--- src/rtl/core/dst_pkg.sv ---
package dst_pkg;

  // Request codes carried on the cmd field.
  typedef enum logic [2:0] {
    CMD_CLEAR       = 3'd0,
    CMD_LOWEST_FREE = 3'd1,
    CMD_FREE        = 3'd2,
    CMD_GET         = 3'd3,
    CMD_INSTALL     = 3'd4,
    CMD_DUP         = 3'd5,
    CMD_DUP2        = 3'd6,
    CMD_CLOSE_RANGE = 3'd7
  } cmd_t;

  // Result kinds.
  localparam logic KIND_NOTICE = 1'b0;
  localparam logic KIND_FINAL  = 1'b1;

  // One result item as held in the output register.
  typedef struct packed {
    logic        kind;
    logic [15:0] handle_out;
    logic [7:0]  answer;
    logic        failed;
    logic        ref_increment;
    logic        slot_valid;
    logic [4:0]  open_count;
    logic        last;
  } res_t;

  // Commands from the sequencer to the slot cursor.
  typedef struct packed {
    logic load;
    logic step;
  } cur_ctl_t;

endpackage

--- src/rtl/core/dst_req_if.sv ---
interface dst_req_if;
  logic             valid;
  logic             ready;
  dst_pkg::cmd_t    cmd;
  logic [7:0]       fd_a;
  logic [7:0]       fd_b;
  logic [15:0]      handle_in;

  modport source (output valid, output cmd, output fd_a, output fd_b, output handle_in,
                  input ready);
  modport sink (input valid, input cmd, input fd_a, input fd_b, input handle_in,
                output ready);
endinterface

--- src/rtl/core/dst_res_if.sv ---
interface dst_res_if;
  logic        valid;
  logic        ready;
  logic        kind;
  logic [15:0] handle_out;
  logic [7:0]  answer;
  logic        failed;
  logic        ref_increment;
  logic        slot_valid;
  logic [4:0]  open_count;
  logic        last;

  modport source (output valid, output kind, output handle_out, output answer,
                  output failed, output ref_increment, output slot_valid,
                  output open_count, output last, input ready);
  modport sink (input valid, input kind, input handle_out, input answer,
                input failed, input ref_increment, input slot_valid,
                input open_count, input last, output ready);
endinterface

--- src/rtl/core/dst_ram.sv ---
module dst_ram #(
  parameter int WIDTH = 16,
  parameter int DEPTH = 16
) (
  input  logic                     clk,
  input  logic                     wr_en,
  input  logic [$clog2(DEPTH)-1:0] wr_addr,
  input  logic [WIDTH-1:0]         wr_data,
  input  logic                     rd_en,
  input  logic [$clog2(DEPTH)-1:0] rd_addr,
  output logic [WIDTH-1:0]         rd_data
);

  logic [WIDTH-1:0] mem [DEPTH];

  // Single write port and registered read port; read data holds between reads.
  always_ff @(posedge clk) begin
    if (wr_en) begin
      mem[wr_addr] <= wr_data;
    end
    if (rd_en) begin
      rd_data <= mem[rd_addr];
    end
  end

endmodule

--- src/rtl/core/dst_cursor.sv ---
module dst_cursor #(
  parameter int IW = 4
) (
  input  logic               clk,
  input  logic               rst_n,
  input  dst_pkg::cur_ctl_t  ctl,
  input  logic [IW-1:0]      load_val,
  input  logic [IW-1:0]      limit,
  output logic [IW-1:0]      idx,
  output logic               at_end
);
  import dst_pkg::*;

  logic [IW-1:0] idx_r;
  logic [IW-1:0] idx_nxt;

  // Shared slot index: loaded to start a walk, steps one slot a cycle on step.
  always_comb begin
    idx_nxt = idx_r;
    if (ctl.load) begin
      idx_nxt = load_val;
    end else if (ctl.step) begin
      idx_nxt = idx_r + 1'b1;
    end
  end

  always_ff @(posedge clk) begin
    if (!rst_n) begin
      idx_r <= '0;
    end else begin
      idx_r <= idx_nxt;
    end
  end

  assign idx    = idx_r;
  assign at_end = (idx_r == limit);

endmodule

--- src/rtl/core/descriptor_slot_table.sv ---
// Channel   Dir  Payload                                           Transfer
// in_req    in   cmd, fd_a, fd_b, handle_in                        valid & ready
// out_res   out  kind, handle_out, answer, failed, ref_increment,  valid & ready
//                slot_valid, open_count, last
//
// A request is transferred, then decoded. Clear, get, install and a free of an
// empty slot answer from decode; a free that closes a slot sends its notice and
// then the final answer, and dup2 may close an occupied target before filling it.
// Lowest free and dup walk the slot cursor from slot 0 one slot a cycle up to the
// first free one, checking at most SLOTS slots. Close range walks fd_a..fd_b,
// reading each occupied slot's handle for its notice, then sends the final answer.
// Reset empties the table at once; the handle memory needs no clearing pass.
// A stalled result register holds the sequencer; a new request is taken as soon
// as the final answer of the previous one sits in the result register.
module descriptor_slot_table #(
  parameter int SLOTS       = 16,
  parameter int HANDLE_BITS = 16
) (
  input logic        clk,
  input logic        rst_n,
  dst_req_if.sink    in_req,
  dst_res_if.source  out_res
);
  import dst_pkg::*;

  localparam int IW = $clog2(SLOTS);
  localparam int CW = $clog2(SLOTS + 1);
  localparam int HB = HANDLE_BITS;

  typedef enum logic [2:0] {
    S_IDLE,
    S_DECODE,
    S_SCAN,
    S_D2_CLOSE,
    S_D2_FILL,
    S_RNG_CHK,
    S_RNG_EMIT,
    S_FINAL
  } state_t;

  // Width adapters between internal widths and the fixed port fields.
  function automatic logic [4:0] cnt5(input logic [CW-1:0] c);
    logic [CW+4:0] t;
    t = {5'b0, c};
    return t[4:0];
  endfunction

  function automatic logic [7:0] idx8(input logic [IW-1:0] i);
    logic [IW+7:0] t;
    t = {8'b0, i};
    return t[7:0];
  endfunction

  function automatic logic [15:0] h16(input logic [HB-1:0] h);
    logic [HB+15:0] t;
    t = {16'b0, h};
    return t[15:0];
  endfunction

  function automatic logic [HB-1:0] hin_fit(input logic [15:0] h);
    logic [HB+15:0] t;
    t = {{HB{1'b0}}, h};
    return t[HB-1:0];
  endfunction

  function automatic res_t fin(input logic [15:0] h, input logic [7:0] ans,
                               input logic fl, input logic rf, input logic sv,
                               input logic [4:0] oc);
    res_t r;
    r.kind          = KIND_FINAL;
    r.handle_out    = h;
    r.answer        = ans;
    r.failed        = fl;
    r.ref_increment = rf;
    r.slot_valid    = sv;
    r.open_count    = oc;
    r.last          = 1'b1;
    return r;
  endfunction

  function automatic res_t notice(input logic [15:0] h, input logic [7:0] slot,
                                  input logic [4:0] oc);
    res_t r;
    r               = '0;
    r.kind          = KIND_NOTICE;
    r.handle_out    = h;
    r.answer        = slot;
    r.open_count    = oc;
    return r;
  endfunction

  state_t         state_r, state_nxt;
  logic [SLOTS-1:0] used_r, used_nxt;
  logic [CW-1:0]  cnt_r, cnt_nxt;
  logic [HB-1:0]  hold_r, hold_nxt;
  logic [7:0]     tally_r, tally_nxt;
  cmd_t           cmd_r;
  logic [7:0]     a_r, b_r;
  logic           a_ok_r, b_ok_r;
  logic [HB-1:0]  h_r;
  logic           out_valid_r;
  res_t           res_r, res_nxt;
  logic           emit;
  logic           can_emit;
  logic           in_xfer;
  logic           in_a_ok;

  logic [IW-1:0]  a_idx, b_idx, in_a_idx;
  logic [CW-1:0]  cnt_inc, cnt_dec;

  cur_ctl_t       cur_ctl;
  logic [IW-1:0]  cur_load;
  logic [IW-1:0]  cur_limit;
  logic [IW-1:0]  cur_idx;
  logic           cur_end;

  logic           rd_en, wr_en;
  logic [IW-1:0]  rd_addr, wr_addr;
  logic [HB-1:0]  wr_data, rd_data;

  assign a_idx    = a_r[IW-1:0];
  assign b_idx    = b_r[IW-1:0];
  assign in_a_idx = in_req.fd_a[IW-1:0];
  assign in_a_ok  = ({1'b0, in_req.fd_a} < 9'(SLOTS));
  assign cnt_inc  = cnt_r + 1'b1;
  assign cnt_dec  = cnt_r - 1'b1;

  assign in_req.ready = (state_r == S_IDLE);
  assign in_xfer      = in_req.valid && in_req.ready;
  assign can_emit     = !out_valid_r || out_res.ready;

  // The cursor stops at the last slot for searches and at fd_b for a range.
  assign cur_limit = (cmd_r == CMD_CLOSE_RANGE) ? b_idx : IW'(SLOTS - 1);

  dst_cursor #(.IW(IW)) u_cursor (
    .clk      (clk),
    .rst_n    (rst_n),
    .ctl      (cur_ctl),
    .load_val (cur_load),
    .limit    (cur_limit),
    .idx      (cur_idx),
    .at_end   (cur_end)
  );

  dst_ram #(.WIDTH(HB), .DEPTH(SLOTS)) u_handles (
    .clk     (clk),
    .wr_en   (wr_en),
    .wr_addr (wr_addr),
    .wr_data (wr_data),
    .rd_en   (rd_en),
    .rd_addr (rd_addr),
    .rd_data (rd_data)
  );

  // Sequencer: every table update happens in the cycle its result is loaded.
  always_comb begin
    state_nxt = state_r;
    used_nxt  = used_r;
    cnt_nxt   = cnt_r;
    hold_nxt  = hold_r;
    tally_nxt = tally_r;
    emit      = 1'b0;
    res_nxt   = '0;
    cur_ctl   = '0;
    cur_load  = '0;
    rd_en     = 1'b0;
    rd_addr   = a_idx;
    wr_en     = 1'b0;
    wr_addr   = a_idx;
    wr_data   = hold_r;

    case (state_r)
      S_IDLE: begin
        // Start the handle read for fd_a with the transfer itself.
        if (in_xfer) begin
          rd_en     = in_a_ok;
          rd_addr   = in_a_idx;
          state_nxt = S_DECODE;
        end
      end

      S_DECODE: begin
        if (can_emit) begin
          case (cmd_r)
            CMD_CLEAR: begin
              used_nxt  = '0;
              cnt_nxt   = '0;
              emit      = 1'b1;
              res_nxt   = fin('0, '0, 1'b0, 1'b0, 1'b0, '0);
              state_nxt = S_IDLE;
            end
            CMD_LOWEST_FREE: begin
              cur_ctl.load = 1'b1;
              state_nxt    = S_SCAN;
            end
            CMD_FREE: begin
              emit      = 1'b1;
              state_nxt = S_IDLE;
              if (!a_ok_r) begin
                res_nxt = fin('0, '0, 1'b1, 1'b0, 1'b0, cnt5(cnt_r));
              end else if (used_r[a_idx]) begin
                used_nxt[a_idx] = 1'b0;
                cnt_nxt         = cnt_dec;
                tally_nxt       = a_r;
                res_nxt         = notice(h16(rd_data), a_r, cnt5(cnt_dec));
                state_nxt       = S_FINAL;
              end else begin
                res_nxt = fin('0, a_r, 1'b0, 1'b0, 1'b0, cnt5(cnt_r));
              end
            end
            CMD_GET: begin
              emit      = 1'b1;
              state_nxt = S_IDLE;
              if (!a_ok_r) begin
                res_nxt = fin('0, '0, 1'b1, 1'b0, 1'b0, cnt5(cnt_r));
              end else if (used_r[a_idx]) begin
                res_nxt = fin(h16(rd_data), a_r, 1'b0, 1'b0, 1'b1, cnt5(cnt_r));
              end else begin
                res_nxt = fin('0, a_r, 1'b0, 1'b0, 1'b0, cnt5(cnt_r));
              end
            end
            CMD_INSTALL: begin
              emit      = 1'b1;
              state_nxt = S_IDLE;
              if (!a_ok_r || h_r == '0) begin
                res_nxt = fin('0, '0, 1'b1, 1'b0, 1'b0, cnt5(cnt_r));
              end else begin
                // Replacing an occupied slot keeps the count.
                wr_en           = 1'b1;
                wr_addr         = a_idx;
                wr_data         = h_r;
                used_nxt[a_idx] = 1'b1;
                cnt_nxt         = used_r[a_idx] ? cnt_r : cnt_inc;
                res_nxt = fin('0, a_r, 1'b0, 1'b0, 1'b0, cnt5(cnt_nxt));
              end
            end
            CMD_DUP: begin
              if (!a_ok_r || !used_r[a_idx]) begin
                emit      = 1'b1;
                res_nxt   = fin('0, '0, 1'b1, 1'b0, 1'b0, cnt5(cnt_r));
                state_nxt = S_IDLE;
              end else begin
                hold_nxt     = rd_data;
                cur_ctl.load = 1'b1;
                state_nxt    = S_SCAN;
              end
            end
            CMD_DUP2: begin
              if (!a_ok_r || !b_ok_r || !used_r[a_idx]) begin
                emit      = 1'b1;
                res_nxt   = fin('0, '0, 1'b1, 1'b0, 1'b0, cnt5(cnt_r));
                state_nxt = S_IDLE;
              end else if (a_r == b_r) begin
                emit      = 1'b1;
                res_nxt   = fin(h16(rd_data), a_r, 1'b0, 1'b0, 1'b0, cnt5(cnt_r));
                state_nxt = S_IDLE;
              end else begin
                hold_nxt = rd_data;
                if (used_r[b_idx]) begin
                  // Fetch the target's handle for its close notice.
                  rd_en     = 1'b1;
                  rd_addr   = b_idx;
                  state_nxt = S_D2_CLOSE;
                end else begin
                  state_nxt = S_D2_FILL;
                end
              end
            end
            CMD_CLOSE_RANGE: begin
              if (!a_ok_r || !b_ok_r || (a_r > b_r)) begin
                emit      = 1'b1;
                res_nxt   = fin('0, '0, 1'b1, 1'b0, 1'b0, cnt5(cnt_r));
                state_nxt = S_IDLE;
              end else begin
                tally_nxt    = '0;
                cur_ctl.load = 1'b1;
                cur_load     = a_idx;
                state_nxt    = S_RNG_CHK;
              end
            end
            default: begin
              state_nxt = S_IDLE;
            end
          endcase
        end
      end

      S_SCAN: begin
        // Walk toward the lowest free slot; dup copies the held handle into it.
        if (!used_r[cur_idx]) begin
          if (can_emit) begin
            emit      = 1'b1;
            state_nxt = S_IDLE;
            if (cmd_r == CMD_DUP) begin
              wr_en             = 1'b1;
              wr_addr           = cur_idx;
              used_nxt[cur_idx] = 1'b1;
              cnt_nxt           = cnt_inc;
              res_nxt = fin(h16(hold_r), idx8(cur_idx), 1'b0, 1'b1, 1'b0, cnt5(cnt_inc));
            end else begin
              res_nxt = fin('0, idx8(cur_idx), 1'b0, 1'b0, 1'b0, cnt5(cnt_r));
            end
          end
        end else if (cur_end) begin
          if (can_emit) begin
            emit      = 1'b1;
            res_nxt   = fin('0, '0, 1'b1, 1'b0, 1'b0, cnt5(cnt_r));
            state_nxt = S_IDLE;
          end
        end else begin
          cur_ctl.step = 1'b1;
        end
      end

      S_D2_CLOSE: begin
        if (can_emit) begin
          emit            = 1'b1;
          used_nxt[b_idx] = 1'b0;
          cnt_nxt         = cnt_dec;
          res_nxt         = notice(h16(rd_data), b_r, cnt5(cnt_dec));
          state_nxt       = S_D2_FILL;
        end
      end

      S_D2_FILL: begin
        if (can_emit) begin
          emit            = 1'b1;
          wr_en           = 1'b1;
          wr_addr         = b_idx;
          used_nxt[b_idx] = 1'b1;
          cnt_nxt         = cnt_inc;
          res_nxt   = fin(h16(hold_r), b_r, 1'b0, 1'b1, 1'b0, cnt5(cnt_inc));
          state_nxt = S_IDLE;
        end
      end

      S_RNG_CHK: begin
        // Occupied slots need a handle read before their notice.
        if (used_r[cur_idx]) begin
          rd_en     = 1'b1;
          rd_addr   = cur_idx;
          state_nxt = S_RNG_EMIT;
        end else if (cur_end) begin
          state_nxt = S_FINAL;
        end else begin
          cur_ctl.step = 1'b1;
        end
      end

      S_RNG_EMIT: begin
        if (can_emit) begin
          emit              = 1'b1;
          used_nxt[cur_idx] = 1'b0;
          cnt_nxt           = cnt_dec;
          tally_nxt         = tally_r + 1'b1;
          res_nxt = notice(h16(rd_data), idx8(cur_idx), cnt5(cnt_dec));
          if (cur_end) begin
            state_nxt = S_FINAL;
          end else begin
            cur_ctl.step = 1'b1;
            state_nxt    = S_RNG_CHK;
          end
        end
      end

      S_FINAL: begin
        if (can_emit) begin
          emit      = 1'b1;
          res_nxt   = fin('0, tally_r, 1'b0, 1'b0, 1'b0, cnt5(cnt_r));
          state_nxt = S_IDLE;
        end
      end

      default: begin
        state_nxt = S_IDLE;
      end
    endcase
  end

  // State, table valid bits, request capture and the result register.
  always_ff @(posedge clk) begin
    if (!rst_n) begin
      state_r     <= S_IDLE;
      used_r      <= '0;
      cnt_r       <= '0;
      out_valid_r <= 1'b0;
    end else begin
      state_r <= state_nxt;
      used_r  <= used_nxt;
      cnt_r   <= cnt_nxt;
      if (emit) begin
        out_valid_r <= 1'b1;
      end else if (out_res.ready) begin
        out_valid_r <= 1'b0;
      end
    end
    hold_r  <= hold_nxt;
    tally_r <= tally_nxt;
    if (emit) begin
      res_r <= res_nxt;
    end
    if (in_xfer) begin
      cmd_r  <= in_req.cmd;
      a_r    <= in_req.fd_a;
      b_r    <= in_req.fd_b;
      a_ok_r <= in_a_ok;
      b_ok_r <= ({1'b0, in_req.fd_b} < 9'(SLOTS));
      h_r    <= hin_fit(in_req.handle_in);
    end
  end

  assign out_res.valid         = out_valid_r;
  assign out_res.kind          = res_r.kind;
  assign out_res.handle_out    = res_r.handle_out;
  assign out_res.answer        = res_r.answer;
  assign out_res.failed        = res_r.failed;
  assign out_res.ref_increment = res_r.ref_increment;
  assign out_res.slot_valid    = res_r.slot_valid;
  assign out_res.open_count    = res_r.open_count;
  assign out_res.last          = res_r.last;

endmodule

--- src/flat_wrapper.sv ---
// flat-port wrapper written by rule: the top's interface ports become plain ports
module descriptor_slot_table_flat import dst_pkg::*;
#(
  parameter int SLOTS       = 16,
  parameter int HANDLE_BITS = 16
)
  (clk, rst_n, in_req_valid, in_req_cmd, in_req_fd_a, in_req_fd_b, in_req_handle_in, in_req_ready, out_res_valid, out_res_kind, out_res_handle_out, out_res_answer, out_res_failed, out_res_ref_increment, out_res_slot_valid, out_res_open_count, out_res_last, out_res_ready);
  dst_req_if in_req_i ();
  dst_res_if out_res_i ();
  input logic clk;
  input logic rst_n;
  input wire logic [$bits(in_req_i.valid)-1:0] in_req_valid;
  input wire logic [$bits(in_req_i.cmd)-1:0] in_req_cmd;
  input wire logic [$bits(in_req_i.fd_a)-1:0] in_req_fd_a;
  input wire logic [$bits(in_req_i.fd_b)-1:0] in_req_fd_b;
  input wire logic [$bits(in_req_i.handle_in)-1:0] in_req_handle_in;
  output wire logic [$bits(in_req_i.ready)-1:0] in_req_ready;
  output wire logic [$bits(out_res_i.valid)-1:0] out_res_valid;
  output wire logic [$bits(out_res_i.kind)-1:0] out_res_kind;
  output wire logic [$bits(out_res_i.handle_out)-1:0] out_res_handle_out;
  output wire logic [$bits(out_res_i.answer)-1:0] out_res_answer;
  output wire logic [$bits(out_res_i.failed)-1:0] out_res_failed;
  output wire logic [$bits(out_res_i.ref_increment)-1:0] out_res_ref_increment;
  output wire logic [$bits(out_res_i.slot_valid)-1:0] out_res_slot_valid;
  output wire logic [$bits(out_res_i.open_count)-1:0] out_res_open_count;
  output wire logic [$bits(out_res_i.last)-1:0] out_res_last;
  input wire logic [$bits(out_res_i.ready)-1:0] out_res_ready;
  assign in_req_i.valid = in_req_valid;
  assign in_req_i.cmd = in_req_cmd;
  assign in_req_i.fd_a = in_req_fd_a;
  assign in_req_i.fd_b = in_req_fd_b;
  assign in_req_i.handle_in = in_req_handle_in;
  assign in_req_ready = in_req_i.ready;
  assign out_res_valid = out_res_i.valid;
  assign out_res_kind = out_res_i.kind;
  assign out_res_handle_out = out_res_i.handle_out;
  assign out_res_answer = out_res_i.answer;
  assign out_res_failed = out_res_i.failed;
  assign out_res_ref_increment = out_res_i.ref_increment;
  assign out_res_slot_valid = out_res_i.slot_valid;
  assign out_res_open_count = out_res_i.open_count;
  assign out_res_last = out_res_i.last;
  assign out_res_i.ready = out_res_ready;
  descriptor_slot_table #(.SLOTS(SLOTS), .HANDLE_BITS(HANDLE_BITS)) u_core (.clk(clk), .rst_n(rst_n), .in_req(in_req_i), .out_res(out_res_i));
endmodule
--- config.mk ---
export PLATFORM = sky130hd
export DESIGN_NAME = descriptor_slot_table_flat
export DESIGN_NICKNAME = d
export VERILOG_FILES = /design/src/rtl/core/dst_pkg.sv /design/src/rtl/core/dst_req_if.sv /design/src/rtl/core/dst_res_if.sv /design/src/rtl/core/dst_ram.sv /design/src/rtl/core/dst_cursor.sv /design/src/rtl/core/descriptor_slot_table.sv /design/src/flat_wrapper.sv
export SDC_FILE = /design/constraint.sdc
export NUM_CORES = 1
export LEC_CHECK = 0
export BUFFER_PORTS_ARGS = -buffer_cell sky130_fd_sc_hd__buf_2
export CORE_AREA = 2 2 179 181
export DETAILED_ROUTE_END_ITERATION = 8
export DIE_AREA = 0 0 181 183
export GPL_TIMING_DRIVEN = 0
export PLACE_DENSITY = 0.77
export SLEW_MARGIN = 0
export SYNTH_ARGS = -nofsm -noshare
export SYNTH_HDL_FRONTEND = slang
export SYNTH_SLANG_ARGS = --single-unit
export TNS_END_PERCENT = 5
--- constraint.sdc ---
create_clock -name clk -period 9.95 [get_ports clk]
set_input_delay 0.4975 -clock clk [delete_from_list [all_inputs] [get_ports clk]]
set_output_delay 0.4975 -clock clk [all_outputs]
set_load 0.02 [all_outputs]
==> qor.csv, run 1 <==
metric,value,unit
CTS Buf Count,41,
number of synthesized flops with an enable pin,366,
Clock Skew,0.05007,ns
Yosys warning count,0,
Wirelength per Cell,26.70,µm
TNS Setup,0,ns
first-pass GRT wire length,78920,µm
Worst-Skew Late Latency,0.58,ns
top post-synthesis cells by area,"edfxtp_1 59%, mux2i_1 5.5%, dfxtp_1 3.1%",
core area,0.03123,mm²
Die ar.,0.03312,mm²
GRT Overall Usage,31.95,%
MaxCap Viol Count,0,
top-count cell post-synth,edfxtp_1,
worst min path class,in -> reg,
met3 Use GR,6.751,%
reg2reg end,u_core.u_handles.mem[4][2],
worst hold endpoint,u_core.cmd_r[2],
antenna violations before repair,0,
placed cell area,0.01964,mm²
drt first pass iters,8,
Iter 0 DRT Violations,2022,
Critical Path Start Type,register,
leakage power,7.267,nW
maximum vdd ir drop,0.1610,mV
count of input and output buffers,74,
fin crit share,54.96,%
Commonest cells post-synth,"366 x edfxtp_1, 110 x nand2_1, 108 x nor2_1",
gpl congestion,0.9731,
CTS H-tree depth,2,
syn nets,1489,
crit path max fanout,16,
Post-Syn Instances,1435,
CTS tree,built,
vias,13720,
number of vias per cell,6.854,
vias in the first global route,12640,
Post-synth top flop,edfxtp_1,
Max clock buf depth,3,
Max Clock Freq,182.9,MHz
Clock transition at path regs,0.06,ns
Critical Path AT,5.63,ns
DRC Markers,0,
Synth Area per Inst,12.88,µm²
r2r worst-path depth,10,
relative slew slack,4.277,%
GRT Residual Overflow,0,
slack of the worst reg-to-reg path,4.48,ns
post-cts sizing count,0,
ys async rst share,0,%
Final ANT Viol Nets,0,
# rows,65,
Root Driver,clkbuf_16,
minimum clock period,5.469,ns
top-area cell type share of the netlist area,59.48,%
sequential area share after synthesis,62.62,%
dpl hpwl,37500,µm
Worst Hold Launch,in_req_cmd[2],
Synth area leader,edfxtp_1,
chip width,181,µm
Crit Path Class,reg -> reg,
Hold Crit Depth,1,
RSZ-0062 raised after global routing,false,
die height,183,µm
layout cells sized above 1,16.57,%
Synth Register Bits,395,
Finished Cell Area,0.02107,mm²
pwr/cell area,183.8,mW/mm²
diode count,0,
Total Wirelength,53440,µm
fin. max-slew vios,0,
Reg-to-Reg Start,u_core.u_cursor.idx[1],
met2 Usage GRT,46.72,%
Top Usage Layer GRT,met1,
Yosys cell types,70,
outcome,"finished, final reports clean",
Setup Viol. Count Final,0,
Sink Count,395,
Syn-to-layout area delta,14.01,%
Pwr Total,3.872,mW
post-CTS setup buffers,0,
Starting Density,59.17,%
M1 GR Usage,48.78,%
cts hold-fix bufs,0,
Setup crit end kind,register,
fin util,67.46,%
Critical Path RT,10.11,ns
Layout Nets,1621,
largest net degree at the start of global routing,29,
Final Hold Viols,0,
hold slack,0.09720,ns
Tightest Pin Transition,1.425,ns
IO Pins,75,
synthesized area,0.01848,mm²
## metal layers
layer | wire length, µm | vias to the layer above | share of wire (%)
met2 | 22680 | 968 | 42
met3 | 6598 | 147 | 12
met4 | 1565 | 0 | 2.9
li1 | - | 5871 | -
met5 | 0 | - | 0
met1 | 22590 | 6729 | 42
## report_power, final
part	switching, mW	internal, mW	total (mW)
combinational	0.266	0.138	0.404
sequential	0.0167	1.84	1.85
clock	0.663	0.952	1.61
## area by class of cell
cell class                      instances  area (µm²)
Inverter                               32       120.1
Tap cell                              402       503.0
Clock buffer                           48        1052
Sequential cell                       395       11570
Multi-Input combinational cell        921        6395
Clock inverter                         27       371.6
Buffer                                 87       449.2
Fill cell                            2232       10160
Timing Repair Buffer                   89       605.6
## sequential cells by signal, summed over array words and instances, names as in the netlist, 4 cells and up
signal / cells
u_core.u_handles.mem: 256
u_core.h_r: 16
u_core.hold_r: 16
u_core.out_res.handle_out: 16
u_core.u_handles.rd_data: 16
u_core.used_r: 16
u_core.a_r: 8
u_core.b_r: 8
u_core.out_res.answer: 8
u_core.tally_r: 8
u_core.cnt_r: 5
u_core.out_res.open_count: 5
u_core.u_cursor.idx: 4
## cells by family after synthesis
kind of cell	after synthesis	share of synthesized area, %
simple gates	351	8.721
mux	162	9.940
buf+inv	119	3.081
flops	395	62.62
compound gates	377	13.87
xor+xnor	16	0.7583
fa+ha+maj	15	1.016
## cell usage in the layout, fill, tap and decap left out, types with 19 or more instances in the layout
cell type,synthesis,routed
a22o_1,26,26
edfxtp_1,366,366
clkbuf_1,60,67
o31ai_1,19,19
nand2_1,110,110
nand3_1,42,42
a21oi_1,74,74
mux2_2,47,47
o22ai_1,47,47
mux2i_1,101,101
buf_2,8,82
dfxtp_1,29,29
nor2_1,108,92
o21ai_0,83,83
nor3_1,20,20
clkbuf_16,0,41
inv_1,30,30
## worst max-delay path, cell delays in order, from the launching register on
cell and delay, ns:
dfxtp_1 0.45, buf_6 0.22, mux4_2 0.55, mux2_2 0.31, a222oi_1 0.92, nand2_1 0.37, nor2_1 0.33, o21ai_1 0.26
a222oi_1 0.55, nand2b_1 0.29, nor2_2 0.79
## worst max-delay path by stage
stage / to / depth (start not counted) / startpoint
2_1_floorplan: u_core.out_res.answer[0] / 6 / u_core.u_cursor.idx[1]
3_3_place_gp: u_core.out_res.handle_out[6] / 6 / u_core.u_cursor.idx[1]
3_5_place_dp: u_core.u_handles.mem[4][8] / 10 / u_core.u_cursor.idx[1]
4_1_cts: u_core.u_handles.mem[4][2] / 10 / u_core.u_cursor.idx[1]
5_1_grt: u_core.u_handles.mem[4][2] / 10 / u_core.u_cursor.idx[1]
6_report: u_core.u_handles.mem[4][2] / 10 / u_core.u_cursor.idx[1]
## stage by stage
| step | worst slack, ns | std cells |
|---|---|---|
| floorplan | 5.343 | 1435 |
| global placement | 3.952 | 1911 |
| detailed placement | 4.757 | 1926 |
| CTS | 4.630 | 2001 |
| global route | 4.305 | 2001 |
| finish | 4.481 | 2001 |
No activity file was read; power rests on OpenSTA's default activity.
==> run 2, diff against run 1 <==
Settings changed: CORE_AREA 2 2 179 181 to 2 2 185 187, DIE_AREA 0 0 181 183 to 0 0 187 189, PLACE_DENSITY 0.77 to 0.76.
Clock period 9.95 ns to 4.6 ns, I/O delays scaled along.
==> run 2 against run 1 <==
  * Via count about the same
  * Global-route usage down 1.5 points
  * Sequential share of layout area down 1.0 points
  * Critical path type unchanged
  * Largest cell class unchanged
  * Largest power group unchanged
  * Highest routed layer unchanged
==> qor.csv, run 2 (same netlist as run 1, synthesis figures left out) <==
metric,value,unit,change
outcome,"finished, final reports clean",,
Sink Count,395,,unchanged
maximum vdd ir drop,0.3505,mV,+120%
Layout Nets,1662,,+2.5%
antenna violations before repair,0,,unchanged
Critical Path RT,4.87,ns,-5.24 ns
relative slew slack,3.670,%,-0.61 points
minimum clock period,4.598,ns,-0.8713 ns
core area,0.03328,mm²,+6.6%
Reg-to-Reg Start,u_core.u_cursor.idx[1],,
Setup Viol. Count Final,0,,unchanged
Clock transition at path regs,0.06,ns,about the same
Die ar.,0.03534,mm²,+6.7%
IO Pins,75,,unchanged
Max Clock Freq,217.5,MHz,+19%
most frequent cells in the layout,"366 x edfxtp_1, 110 x nand2_1, 101 x mux2i_1, 90 x nor2_1, 83 x o21ai_0",,
CTS Buf Count,41,,unchanged
slack of the worst reg-to-reg path,0.002,ns,-4.48 ns
Worst-Skew Late Latency,0.59,ns,about the same
Tightest Pin Transition,1.436,ns,+0.01140 ns
Wirelength per Cell,26.03,µm,-2.5%
fin. max-slew vios,0,,unchanged
Setup crit end kind,register,,
Clock Skew,0.03100,ns,-0.01907 ns
fin crit share,99.95,%,+45 points
number of vias per cell,6.592,,-3.8%
GRT Residual Overflow,0,,unchanged
chip width,187,µm,+3.3%
Critical Path Start Type,register,,
count of input and output buffers,74,,unchanged
Placed Cells,1975,,+2.5%
hold slack,0.2432,ns,+0.1460 ns
# rows,67,,+3.1%
Pwr Total,8.097,mW,+110%
Final Hold Viols,0,,unchanged
die height,189,µm,+3.3%
gpl congestion,0.9958,,+2.3%
DRC Markers,0,,unchanged
leakage power,7.401,nW,+1.9%
Crit Path Class,reg -> reg,,
pwr/cell area,377.3,mW/mm²,+110%
TNS Setup,0,ns,unchanged
Total Wirelength,54190,µm,+1.4%
Final ANT Viol Nets,0,,unchanged
Syn-to-layout area delta,16.13,%,
MaxCap Viol Count,0,,unchanged
first-pass GRT wire length,81000,µm,+2.6%
Hold Crit Depth,2,,+1
"commonest non-fill, non-tap cell in the layout",edfxtp_1,,
max FFs per register,256,,unchanged
Worst Hold Launch,in_req_valid,,
vias,13730,,+0.073%
dpl hpwl,37410,µm,-0.22%
diode count,0,,unchanged
reg2reg end,u_core.u_handles.mem[3][10],,
worst hold endpoint,u_core.cmd_r[1],,
Starting Density,55.52,%,-3.6 points
Root Driver,clkbuf_16,,
Max clock buf depth,3,,unchanged
CTS H-tree depth,2,,unchanged
Critical Path AT,4.87,ns,-0.76 ns
RSZ-0062 raised after global routing,true,,
GRT Overall Usage,30.45,%,-1.5 points
"Most flops, register",u_core.u_handles.mem,,
Final Non-Filler Cells,2082,,+4.0%
crit path max fanout,10,,-6
Iter 0 DRT Violations,1791,,-11%
drt first pass iters,6,,-2
largest net degree at the start of global routing,38,,+31%
layout cells sized above 1,16.95,%,+0.38 points
CTS tree,built,,
r2r worst-path depth,12,,+2
vias in the first global route,13210,,+4.5%
worst min path class,in -> reg,,
run 2: metal layers:
metal	wire length [µm]	vias up	GRT usage, %	part of all wire [%]
met4	1765	0	10.56	3.3
met2	23760	870	45.71	44
li1	-	5947	-	-
met3	6276	140	7.155	12
met5	0	-	0	0
met1	22380	6768	43.85	41
run 2: timing repair:
| item | CTS | global route |
|---|---|---|
| buffers inserted | 2 | 1 |
| pin swaps | 1 | 1 |
| resized for setup | 2 | 18 |
| endpoints found under the setup margin | 271 | 118 |
| endpoints found under the hold margin | 39 | 0 |
| hold buffers | 36 | 0 |
run 2: area by class of cell:
| cell class | instances | area [µm²] |
|---|---|---|
| fillers | 2433 | 11820 |
| flip-flops and latches | 395 | 11570 |
| multi-input cells | 921 | 6474 |
| clock buffers | 50 | 1081 |
| repair buffers | 131 | 1026 |
| well taps | 448 | 560.5 |
| plain buffers | 86 | 449.2 |
| clock inverters | 19 | 177.7 |
| inverters | 32 | 120.1 |
run 2: report_power, final:
group / total [mW] / internal (mW) / switching, mW
combinational: 0.900 / 0.324 / 0.576
sequential: 4.01 / 3.97 / 0.0373
clock: 3.19 / 1.79 / 1.39
total: 8.10 / 6.09 / 2.01
run 2: critical path: stages (launching register included):
cell,delay (ns)
dfxtp_1,0.43
buf_6,0.21
mux4_2,0.55
mux2_2,0.32
a222oi_1,0.33
buf_4,0.18
nand2_1,0.14
nor2_1,0.28
o21ai_1,0.28
a222oi_1,0.54
nand2_1,0.37
nor2_4,0.43
buf_8,0.21
run 2: worst max path at each step:
stage,start,endpoint,slack [ns],cells after the start
after floorplan,u_core.u_cursor.idx[1],u_core.u_handles.mem[11][0],0.38,10
after global placement,u_core.u_cursor.idx[1],u_core.u_handles.mem[3][10],-1.17,10
after detailed placement,u_core.u_cursor.idx[1],u_core.u_handles.mem[0][10],-0.60,11
after CTS,u_core.b_r[0],u_core.u_handles.rd_data[10],-0.16,11
after global routing,u_core.u_cursor.idx[1],u_core.u_handles.mem[0][11],-0.17,12
final,u_core.u_cursor.idx[1],u_core.u_handles.mem[3][10],0.002,12
run 2: metrics by stage:
step	util [%]	setup WS (ns)	area [µm²]
final	64.48	0.002412	21460
after global routing	64.48	-0.1749	21460
after CTS	64.25	-0.1579	21380
after detailed placement	59.31	-0.5983	19740
after global placement	58.34	-1.167	19420
after floorplan	-	0.3767	18490
